File: config.mk
export PLATFORM = sky130hd
export DESIGN_NAME = tsf_ctrl
export DESIGN_NICKNAME = d
export VERILOG_FILES = /design/src/rtl/core/tsf_pkg.sv /design/src/rtl/core/tsf_ctrl.sv
export SDC_FILE = /design/constraint.sdc
export NUM_CORES = 1
export LEC_CHECK = 0
export BUFFER_PORTS_ARGS = -buffer_cell sky130_fd_sc_hd__buf_2
export CAP_MARGIN = 20
export CORE_UTILIZATION = 60
export CTS_CLUSTER_DIAMETER = 120
export CTS_CLUSTER_SIZE = 12
export DETAILED_ROUTE_END_ITERATION = 12
export PLACE_DENSITY = 0.82
export SLEW_MARGIN = 20
export SYNTH_ARGS = -nofsm -noshare
export SYNTH_HDL_FRONTEND = slang
export SYNTH_SLANG_ARGS = --single-unit
export TNS_END_PERCENT = 10
File: constraint.sdc
create_clock -name clk_i -period 4.55 [get_ports clk_i]
set_clock_uncertainty 0.1 [all_clocks]
set_input_delay 0.6825 -clock clk_i [delete_from_list [all_inputs] [get_ports clk_i]]
set_output_delay 0.6825 -clock clk_i [all_outputs]
set_load 0.02 [all_outputs]
File: src/rtl/core/tsf_pkg.sv
// ----------------------------------------------------------------------------
// tsf_pkg
// Shared types, constants and saturating arithmetic for the trend smoothing
// filter.
// ----------------------------------------------------------------------------
package tsf_pkg;

  localparam int unsigned RegCount = 8;
  localparam int unsigned RegIdxW  = 3;
  localparam int unsigned CfgIdxW  = 4;
  localparam int unsigned WeightW  = 8;
  localparam int unsigned SumW     = 9;
  localparam int unsigned PriceW   = 24;
  localparam int unsigned FieldW   = 32;
  localparam int unsigned WideW    = 64;
  localparam int unsigned ProdW    = 74;

  // register indexes
  localparam logic [RegIdxW-1:0] RegLevelInput  = 3'd0;
  localparam logic [RegIdxW-1:0] RegLevelHist   = 3'd1;
  localparam logic [RegIdxW-1:0] RegSlopeInput  = 3'd2;
  localparam logic [RegIdxW-1:0] RegSlopeHist   = 3'd3;
  localparam logic [RegIdxW-1:0] RegLevelHold   = 3'd4;
  localparam logic [RegIdxW-1:0] RegLevelTrend  = 3'd5;
  localparam logic [RegIdxW-1:0] RegSlopeHold   = 3'd6;
  localparam logic [RegIdxW-1:0] RegSlopeTrend  = 3'd7;

  typedef logic [WeightW-1:0] weight_arr_t [RegCount];
  localparam weight_arr_t WeightReset = '{8'd1, 8'd1, 8'd1, 8'd1, 8'd1, 8'd0, 8'd1, 8'd0};

  localparam logic signed [WideW-1:0] NoSlopeRatio = 64'sd100000000;
  localparam logic [SumW-1:0]         TrendGain    = 9'd2;
  localparam logic signed [WideW-1:0] Max64        = 64'sh7FFF_FFFF_FFFF_FFFF;
  localparam logic signed [WideW-1:0] Min64        = 64'sh8000_0000_0000_0000;

  typedef enum logic [4:0] {
    CMD_NONE,
    CMD_LOAD,
    CMD_FIRST,
    CMD_LSETUP,
    CMD_SSETUP,
    CMD_BYPASS,
    CMD_E1,
    CMD_E2,
    CMD_E3,
    CMD_T1,
    CMD_T2,
    CMD_T3,
    CMD_TDIV,
    CMD_TQ,
    CMD_U1,
    CMD_U2,
    CMD_UDIV,
    CMD_UQ,
    CMD_STAGE_DONE,
    CMD_RATIO,
    CMD_RQ,
    CMD_COMMIT
  } cmd_e;

  typedef struct packed {
    cmd_e step;
  } cmd_t;

  typedef struct packed {
    logic first;
    logic stage_bad;
    logic stage_slope;
    logic skip_slope;
    logic ratio_direct;
    logic div_done;
    logic out_free;
  } status_t;

  function automatic logic signed [WideW-1:0] sat64(input logic signed [ProdW-1:0] v);
    logic signed [ProdW-1:0] hi;
    logic signed [ProdW-1:0] lo;
    hi = ProdW'(Max64);
    lo = ProdW'(Min64);
    if (v > hi) begin
      return Max64;
    end else if (v < lo) begin
      return Min64;
    end
    return v[WideW-1:0];
  endfunction

  function automatic logic signed [WideW-1:0] sat_mul(input logic signed [WideW-1:0] v,
                                                      input logic [SumW-1:0] w);
    logic signed [ProdW-1:0] p;
    p = ProdW'(v) * ProdW'($signed({1'b0, w}));
    return sat64(p);
  endfunction

  function automatic logic signed [WideW-1:0] sat_add(input logic signed [WideW-1:0] a,
                                                      input logic signed [WideW-1:0] b);
    logic signed [ProdW-1:0] s;
    s = ProdW'(a) + ProdW'(b);
    return sat64(s);
  endfunction

  function automatic logic signed [WideW-1:0] sat_sub(input logic signed [WideW-1:0] a,
                                                      input logic signed [WideW-1:0] b);
    logic signed [ProdW-1:0] s;
    s = ProdW'(a) - ProdW'(b);
    return sat64(s);
  endfunction

endpackage

File: src/rtl/core/tsf_ctrl.sv
// ----------------------------------------------------------------------------
// tsf_ctrl
// Sequencer stepping the datapath through both smoothing stages and the
// ratio division.
// ----------------------------------------------------------------------------
module tsf_ctrl (
  input  logic              clk_i,
  input  logic              rst_ni,
  input  logic              in_valid_i,
  output logic              in_ready_o,
  input  tsf_pkg::status_t  status_i,
  output tsf_pkg::cmd_t     cmd_o
);

  typedef enum logic [19:0] {
    ST_IDLE   = 20'h00001,
    ST_DECIDE = 20'h00002,
    ST_SSETUP = 20'h00004,
    ST_CHECK  = 20'h00008,
    ST_E1     = 20'h00010,
    ST_E2     = 20'h00020,
    ST_E3     = 20'h00040,
    ST_T1     = 20'h00080,
    ST_T2     = 20'h00100,
    ST_T3     = 20'h00200,
    ST_TDIV   = 20'h00400,
    ST_TWAIT  = 20'h00800,
    ST_U1     = 20'h01000,
    ST_U2     = 20'h02000,
    ST_UDIV   = 20'h04000,
    ST_UWAIT  = 20'h08000,
    ST_DONE   = 20'h10000,
    ST_RATIO  = 20'h20000,
    ST_RWAIT  = 20'h40000,
    ST_COMMIT = 20'h80000
  } state_e;

  state_e state_q, state_d;

  always_comb begin
    state_d    = state_q;
    cmd_o.step = tsf_pkg::CMD_NONE;
    in_ready_o = 1'b0;
    unique case (state_q)
      ST_IDLE: begin
        in_ready_o = 1'b1;
        if (in_valid_i) begin
          cmd_o.step = tsf_pkg::CMD_LOAD;
          state_d    = ST_DECIDE;
        end
      end
      ST_DECIDE: begin
        if (status_i.first) begin
          cmd_o.step = tsf_pkg::CMD_FIRST;
          state_d    = ST_COMMIT;
        end else begin
          cmd_o.step = tsf_pkg::CMD_LSETUP;
          state_d    = ST_CHECK;
        end
      end
      ST_SSETUP: begin
        cmd_o.step = tsf_pkg::CMD_SSETUP;
        state_d    = ST_CHECK;
      end
      ST_CHECK: begin
        if (status_i.stage_bad) begin
          cmd_o.step = tsf_pkg::CMD_BYPASS;
          state_d    = ST_DONE;
        end else begin
          state_d = ST_E1;
        end
      end
      ST_E1: begin cmd_o.step = tsf_pkg::CMD_E1; state_d = ST_E2; end
      ST_E2: begin cmd_o.step = tsf_pkg::CMD_E2; state_d = ST_E3; end
      ST_E3: begin cmd_o.step = tsf_pkg::CMD_E3; state_d = ST_T1; end
      ST_T1: begin cmd_o.step = tsf_pkg::CMD_T1; state_d = ST_T2; end
      ST_T2: begin cmd_o.step = tsf_pkg::CMD_T2; state_d = ST_T3; end
      ST_T3: begin cmd_o.step = tsf_pkg::CMD_T3; state_d = ST_TDIV; end
      ST_TDIV: begin cmd_o.step = tsf_pkg::CMD_TDIV; state_d = ST_TWAIT; end
      ST_TWAIT: begin
        if (status_i.div_done) begin
          cmd_o.step = tsf_pkg::CMD_TQ;
          state_d    = ST_U1;
        end
      end
      ST_U1: begin cmd_o.step = tsf_pkg::CMD_U1; state_d = ST_U2; end
      ST_U2: begin cmd_o.step = tsf_pkg::CMD_U2; state_d = ST_UDIV; end
      ST_UDIV: begin cmd_o.step = tsf_pkg::CMD_UDIV; state_d = ST_UWAIT; end
      ST_UWAIT: begin
        if (status_i.div_done) begin
          cmd_o.step = tsf_pkg::CMD_UQ;
          state_d    = ST_DONE;
        end
      end
      ST_DONE: begin
        cmd_o.step = tsf_pkg::CMD_STAGE_DONE;
        // slope stage is skipped on the second sample
        if (status_i.stage_slope || status_i.skip_slope) begin
          state_d = ST_RATIO;
        end else begin
          state_d = ST_SSETUP;
        end
      end
      ST_RATIO: begin
        cmd_o.step = tsf_pkg::CMD_RATIO;
        state_d    = status_i.ratio_direct ? ST_COMMIT : ST_RWAIT;
      end
      ST_RWAIT: begin
        if (status_i.div_done) begin
          cmd_o.step = tsf_pkg::CMD_RQ;
          state_d    = ST_COMMIT;
        end
      end
      ST_COMMIT: begin
        if (status_i.out_free) begin
          cmd_o.step = tsf_pkg::CMD_COMMIT;
          state_d    = ST_IDLE;
        end
      end
      default: state_d = ST_IDLE;
    endcase
  end

  always_ff @(posedge clk_i or negedge rst_ni) begin
    if (!rst_ni) begin
      state_q <= ST_IDLE;
    end else begin
      state_q <= state_d;
    end
  end

endmodule

After elaboration in Yosys (flattened, before gate mapping)

Index checks and enable logic that the tools add are counted.

Input bits: 10
Bits in registers: 20
Logic and storage cells: 47
Output and inout port bits: 6

Equality and inequality tests: 25
Muxes and demuxes: 19
Reductions and logical operators: 2

Operators with widths:

| cell                 | count |
|---|---|
| $pmux 20 s20         | 1 |
| $mux 20              | 7 |
| $pmux 5 s20          | 1 |
| $eq 20x1->1 const B  | 1 |
| $eq 20x10->1 const B | 1 |
| $eq 20x11->1 const B | 1 |
| $eq 20x12->1 const B | 1 |
| $eq 20x13->1 const B | 1 |
| $eq 20x14->1 const B | 1 |
| $eq 20x15->1 const B | 1 |
| $eq 20x16->1 const B | 1 |
| $eq 20x17->1 const B | 1 |
| $eq 20x18->1 const B | 1 |
| $eq 20x19->1 const B | 1 |
| $eq 20x2->1 const B  | 1 |
| $eq 20x20->1 const B | 1 |
| $eq 20x3->1 const B  | 1 |
| $eq 20x4->1 const B  | 1 |
| $eq 20x5->1 const B  | 1 |
| $eq 20x6->1 const B  | 1 |
| $eq 20x7->1 const B  | 1 |
| $eq 20x8->1 const B  | 1 |
| $eq 20x9->1 const B  | 1 |
| $mux 18              | 1 |
| other kinds (8)      | 16 |

Logic depth before layout (Yosys ltp)

Gate-level depths: netlist of run 1.

Depth after elaboration: 3
Gate-level depth with buffers: 7
Mapped depth without buffers: 6

Worst setup path after synthesis of run 1

No wires, ideal clock.

Path type: register to output
From: register state_q[13]
To: output cmd_o[0] (netlist name)
Path slack: 1.681 ns
Cell stages (with the launch flop): 6
Arrival: 2.086 ns
Cells stage by stage: dfrtp_1 nor4_4 nand3_1 nor4_2 a211oi_1 nand4_1

RTL lines:

| item                   | line            | RTL |
|---|---|---|
| from (decl)            | tsf_ctrl.sv:38  | `state_e state_q, state_d;` |
| from (signal assigned) | tsf_ctrl.sv:128 | `state_q <= state_d;` |
| to (decl)              | tsf_ctrl.sv:12  | `output tsf_pkg::cmd_t cmd_o` |

==> flow_summary_export.csv, run 1 <==
group,metric,value,unit
finish,regMostFlops,"state_q",
die,rows,17,
die,die_h,49.96,um
synthesis,syn-num-nets,153,
critical_path,path_max_fanout,6,
die,io_pins,16,
timing,maxSlewHeadroom,0.5824,
critical_path,reg2reg_slack,2170,ps
synthesis,synthesis.area,0.001380,mm2
critical_path,cpLargestDelayFamily,"simple AND/OR/NAND/NOR gates",
synthesis,ys.flop_type,"dfrtp_1",
synthesis,ys_seq_area_frac,0.3636,
critical_path,start_kind,"flip-flop",
global_route,grt_pass1_vias,1153,
clock_tree,htree_levels,1,
route,avgViaCountPerCell,6.720,
finish,synthToLayoutAreaGrowth,9.791,%
finish,largest_reg_flops,20,
route,ant_nets,0,
place,hpwl,2.536,mm
synthesis,netlist_instances,143,
critical_path,slowest_stage,"nor4_2",
status,status,"completed",
global_route,grt_max_degree,21,
synthesis,ys_ff_latch,20,
clock_tree,clockRootBuffer,"clkbuf_4",
clock_tree,cts_tree,"yes",
timing,finalCriticalPeriod,3366,ps
clock_tree,clock_sinks,20,
clock_tree,clockBufferDepth,2,
global_route,grt.total_usage,0.2961,
power_and_ir_drop,p_per_area,394.7,mW/mm2
synthesis,async_reset_ff_frac,1.000,
clock_tree,post_cts_buffers,0,
timing,setup_viol,0,
power_and_ir_drop,max-vdd-ir-drop,0.2748,mV
timing,finalCritPeriodShare,0.7397,
critical_path,worstPathRequired,3770,ps
critical_path,path_cells,"nor4_2 > nand3_1 > nor4_2 > a211oi_1 > nand4_1 > buf_2",
route,first_pass_iters,5,
die,core,0.002191,mm2
synthesis,synth_area_per_cell,9.651,um2
clock_tree,clk_pin_slew,110,ps
global_route,antenna_found_initial,0,
timing,grt_setup_unrepaired,"no",
critical_path,arrival,2580,ps
job,maxCapViolCount,0,
critical_path,max_stage_delay,620,ps
finish,drive_above_1_share,0.2547,
clock_tree,cts_resized,0,
global_route,grt_pass1_wl,5.492,mm
power_and_ir_drop,p_total,0.5981,mW
worst_hold_path,hold_class,"primary input to asynchronous set/reset pin",
clock_tree,postCtsHoldBufs,0,
critical_path,path_buf_inv,1,
finish,top_regs,"state_q (20)",
finish,fin_nets,172,
finish,nFillCells,180,
clock_tree,clk_latency,300,ps
timing,fmax,297.1,MHz
critical_path,crit_path_end_kind,"primary output",
die,start_util,0.6299,
power_and_ir_drop,power.leakage,0.6927,nW
critical_path,path_common_cell,"nor4_2",
route,drtIter0Drc,73,
timing,worst_slew_pin_slew,621.2,ps
die,die_w,49.96,um
synthesis,yosysWarnings,0,
synthesis,synth_edf_count,0,
clock_tree,cts_made_buffers,3,
synthesis,synthDistinctLibCells,48,
route,vias,1270,
finish,num_antenna_cells,0,
route,drc,0,
route,routed_wl,3.252,mm
place,place.gp.congestion,0.8952,
critical_path,worstSetupPathType,"flip-flop to primary output",
timing,setup_tns,0,ps
timing,final_hold_viol_count,0,
timing,drv_slew,0,
die,dieArea,0.002496,mm2
route,detail_route.wl_per_cell,17.21,um
place,numPortBuffers,15,
global_route,grt_overflow,0,
==> logic make-up after synthesis <==
group	after synthesis	share of synthesized area
and+or+nand+nor	87	0.4506
buffers and inverters	8	0.02719
xor gates and xnor gates	6	0.03808
AOI/OAI and AO/OA	22	0.1206
DFF	20	0.3636
==> cell usage in the layout, fill, tap and decap left out, types with 2 or more instances in the layout <==
cell | synthesis | final
a211oi_1 | 2 | 2
a21oi_1 | 3 | 3
a311oi_1 | 2 | 2
and2_1 | 2 | 2
buf_2 | 0 | 15
clkbuf_4 | 0 | 3
dfrtp_1 | 19 | 19
inv_1 | 6 | 6
nand2_1 | 9 | 9
nand3_1 | 4 | 4
nand3_2 | 2 | 2
nand4_1 | 6 | 6
nand4b_1 | 2 | 2
nor2_1 | 15 | 15
nor2b_1 | 4 | 4
nor3_1 | 8 | 8
nor3b_1 | 3 | 3
nor3b_2 | 4 | 4
nor4_1 | 3 | 3
nor4_2 | 4 | 4
nor4_4 | 3 | 3
o21ai_0 | 4 | 4
or3_1 | 5 | 5
or3_4 | 3 | 3
xnor2_1 | 5 | 5
==> report_power, final <==
part,switching (mW),internal [mW]
sequential,0.0243,0.194
combinational,0.173,0.106
clock,0.0519,0.0488
==> synth_stat cells (4+ instances only) <==
| master | number | area [um2] |
|---|---|---|
| dfrtp_1 | 19 | 475.5 |
| inv_1 | 6 | 22.52 |
| nand2_1 | 9 | 33.78 |
| nand3_1 | 4 | 20.02 |
| nand4_1 | 6 | 37.54 |
| nor2_1 | 15 | 56.30 |
| nor2b_1 | 4 | 25.02 |
| nor3_1 | 8 | 40.04 |
| nor3b_2 | 4 | 50.05 |
| nor4_2 | 4 | 50.05 |
| o21ai_0 | 4 | 20.02 |
| or3_1 | 5 | 31.28 |
| xnor2_1 | 5 | 43.79 |
==> metal layers <==
| metal | up-vias | share of wire | track usage | wire length [um] |
|---|---|---|---|---|
| met2 | 65 | 0.50 | 0.4932 | 1617 |
| met1 | 610 | 0.43 | 0.3922 | 1406 |
| met3 | 6 | 0.057 | 0.05864 | 184 |
| met5 | - | 0 | 0 | 0 |
| li1 | 589 | - | - | - |
| met4 | 0 | 0.014 | 0.07143 | 44 |
==> through the flow <==
step,hold WS (ps),std cells,util,area [um2],worst slack [ps]
4_1_cts,215.8,189,0.6916,1515,1208
3_5_place_dp,460.3,185,0.6750,1479,1545
6_report,209.0,189,0.6916,1515,1184
2_1_floorplan,286.9,143,-,1380,1681
3_3_place_gp,439.1,185,0.6750,1479,1537
5_1_grt,228.7,189,0.6916,1515,1021
==> path summary, 6_finish.rpt <==
path,end,from,depth (start not counted)
worst max register to register,state_q[0],state_q[9],6
max in group asynchronous,state_q[0],rst_ni,1
min in group clk_i,state_q[2],status_i[4],2
worst min register to register,state_q[9],state_q[9],1
worst max-delay path,cmd_o[0],state_q[9],6
worst min-delay path,state_q[3],rst_ni,1
==> cell type report <==
type                    count  area, um2  share of cell area
repair buffers             15      75.07             0.04955
multi-input cells         115      840.8              0.5549
clock buffers               4      36.28             0.02395
inverters                   7      26.28             0.01734
well taps                  28      35.03             0.02312
flip-flops and latches     20      501.7              0.3311
Power figures use the tool's default switching activity.
==> run 2, diff against run 1 <==
--- a/config.mk
+++ b/config.mk
@@ -7,11 +7,11 @@
 export LEC_CHECK = 0
 export BUFFER_PORTS_ARGS = -buffer_cell sky130_fd_sc_hd__buf_2
 export CAP_MARGIN = 20
-export CORE_UTILIZATION = 60
+export CORE_UTILIZATION = 57
 export CTS_CLUSTER_DIAMETER = 120
 export CTS_CLUSTER_SIZE = 12
 export DETAILED_ROUTE_END_ITERATION = 12
-export PLACE_DENSITY = 0.82
+export PLACE_DENSITY = 0.78
 export SLEW_MARGIN = 20
 export SYNTH_ARGS = -nofsm -noshare
 export SYNTH_HDL_FRONTEND = slang
==> constraint.sdc (replaced) <==
create_clock -name clk_i -period 3.3 [get_ports clk_i]
set_clock_uncertainty 0.1 [all_clocks]
set_input_delay 0.495 -clock clk_i [delete_from_list [all_inputs] [get_ports clk_i]]
set_output_delay 0.495 -clock clk_i [all_outputs]
set_load 0.02 [all_outputs]
==> flow_summary_export.csv, run 2 (synthesized netlist as in run 1, its figures left out) <==
group,metric,value,unit
status,status,"completed",
power_and_ir_drop,power.leakage,0.7118,nW
critical_path,crit_path_end_kind,"primary output",
finish,nFillCells,190,
finish,drive_above_1_share,0.2683,
place,post_dp_cell_area,0.001486,mm2
critical_path,worstSetupStartpoint,"state_q[16]",
finish,top_regs,"state_q (20)",
timing,grt_setup_unrepaired,"no",
clock_tree,postCtsHoldBufs,0,
power_and_ir_drop,p_per_area,548.4,mW/mm2
critical_path,start_kind,"flip-flop",
critical_path,reg2reg_slack,980,ps
place,placed_cells,186,
job,maxCapViolCount,0,
timing,setup_slack,141.5,ps
timing,final_hold_viol_count,0,
clock_tree,cts_tree,"yes",
clock_tree,cts_made_buffers,3,
route,drtIter0Drc,49,
place,place.gp.congestion,1.007,
global_route,grt_pass1_vias,1190,
critical_path,r2r_cells,6,
route,routed_wl,3.512,mm
finish,largest_reg_flops,20,
finish,post-route-util,0.6859,
power_and_ir_drop,max-vdd-ir-drop,0.4161,mV
place,post-place-ws,507.6,ps
route,first_pass_iters,4,
timing,finalCriticalPeriod,3159,ps
timing,holdWs,10.08,ps
route,detail_route.wl_per_cell,18.29,um
timing,setup_viol,0,
finish,fin_nets,175,
die,start_util,0.6121,
power_and_ir_drop,p_total,0.8482,mW
global_route,antenna_found_initial,0,
clock_tree,clock_sinks,20,
clock_tree,clockRootBuffer,"clkbuf_4",
global_route,grt_overflow,0,
critical_path,path_max_fanout,9,
timing,setup_tns,0,ps
critical_path,endpoint,"cmd_o[4]",
route,avgViaCountPerCell,6.854,
timing,worst_slew_pin_slew,481.8,ps
critical_path,arrival,2560,ps
die,dieArea,0.002622,mm2
finish,regMostFlops,"state_q",
place,numPortBuffers,15,
timing,drv_slew,0,
timing,finalCritPeriodShare,0.9571,
finish,synthToLayoutAreaGrowth,12.06,%
finish,final_common_cell,"dfrtp_1",
global_route,grt_max_degree,21,
clock_tree,clockBufferDepth,2,
timing,fmax,316.6,MHz
clock_tree,clk_latency,310,ps
critical_path,worstPathRequired,2700,ps
die,die_h,51.21,um
global_route,grt.total_usage,0.2936,
die,io_pins,16,
route,vias,1316,
finish,num_antenna_cells,0,
global_route,grt_pass1_wl,5.513,mm
critical_path,worstSetupPathType,"flip-flop to primary output",
finish,final_cell_mix,"dfrtp_1, nor2_1, buf_2",
die,die_w,51.21,um
worst_hold_path,hold_class,"primary input to asynchronous set/reset pin",
route,drc,0,
route,ant_nets,0,
clock_tree,clk_pin_slew,120,ps
critical_path,timing.rr.start,"state_q[9]",
timing,maxSlewHeadroom,0.6737,
finish,final_cell_area,0.001546,mm2
die,rows,17,
place,hpwl,2.662,mm
clock_tree,htree_levels,1,
critical_path,timing.rr.end,"state_q[0]",
finish,final_cells,192,
die,core,0.002255,mm2
## run 2: changes by cell type in the layout (fill, tap and decap cells not counted)
cell / previous run / this run
buf_4: 0 / 3
nor4_4: 3 / 4
nor4_2: 4 / 3
## run 2: where the power goes
part	internal (mW)	switching (mW)	total, mW	leakage [nW]
clock	0.0675	0.0806	0.148	0.0210
combinational	0.157	0.242	0.399	0.417
sequential	0.268	0.0331	0.301	0.274
## run 2: worst min path at each step
stage,start,to,slack [ps]
2_1_floorplan,rst_ni,state_q[10],100
5_1_grt,rst_ni,state_q[3],40
4_1_cts,rst_ni,state_q[7],30
3_3_place_gp,rst_ni,state_q[4],360
3_5_place_dp,rst_ni,state_q[4],370
6_report,rst_ni,state_q[3],10
## run 2: what timing repair did
action,CTS,global route
buffers inserted,0,2
setup endpoints to repair,0,2
gates resized for setup,0,1
## run 2: final cells by class
class / count / area [um2] / share of cell area
Multi-Input combinational cell: 115 / 849.6 / 0.5494
Sequential cell: 20 / 501.7 / 0.3244
Timing Repair Buffer: 18 / 97.59 / 0.06311
Clock buffer: 4 / 36.28 / 0.02346
Tap cell: 28 / 35.03 / 0.02265
Inverter: 7 / 26.28 / 0.01699
## run 2: routing by layer
metal	global-route usage	up-vias	routed length, um
met2	0.4649	56	1725
met3	0.04167	11	288
met5	0	-	0
met1	0.3933	646	1386
li1	-	603	-
met4	0.1343	0	110
## run 2: critical path, stage by stage (launching register included)
cell	delay [ps]
dfrtp_1	470
nor4_2	520
nand3_2	310
nor3_1	310
nand4b_1	290
nand4_1	190
buf_2	170
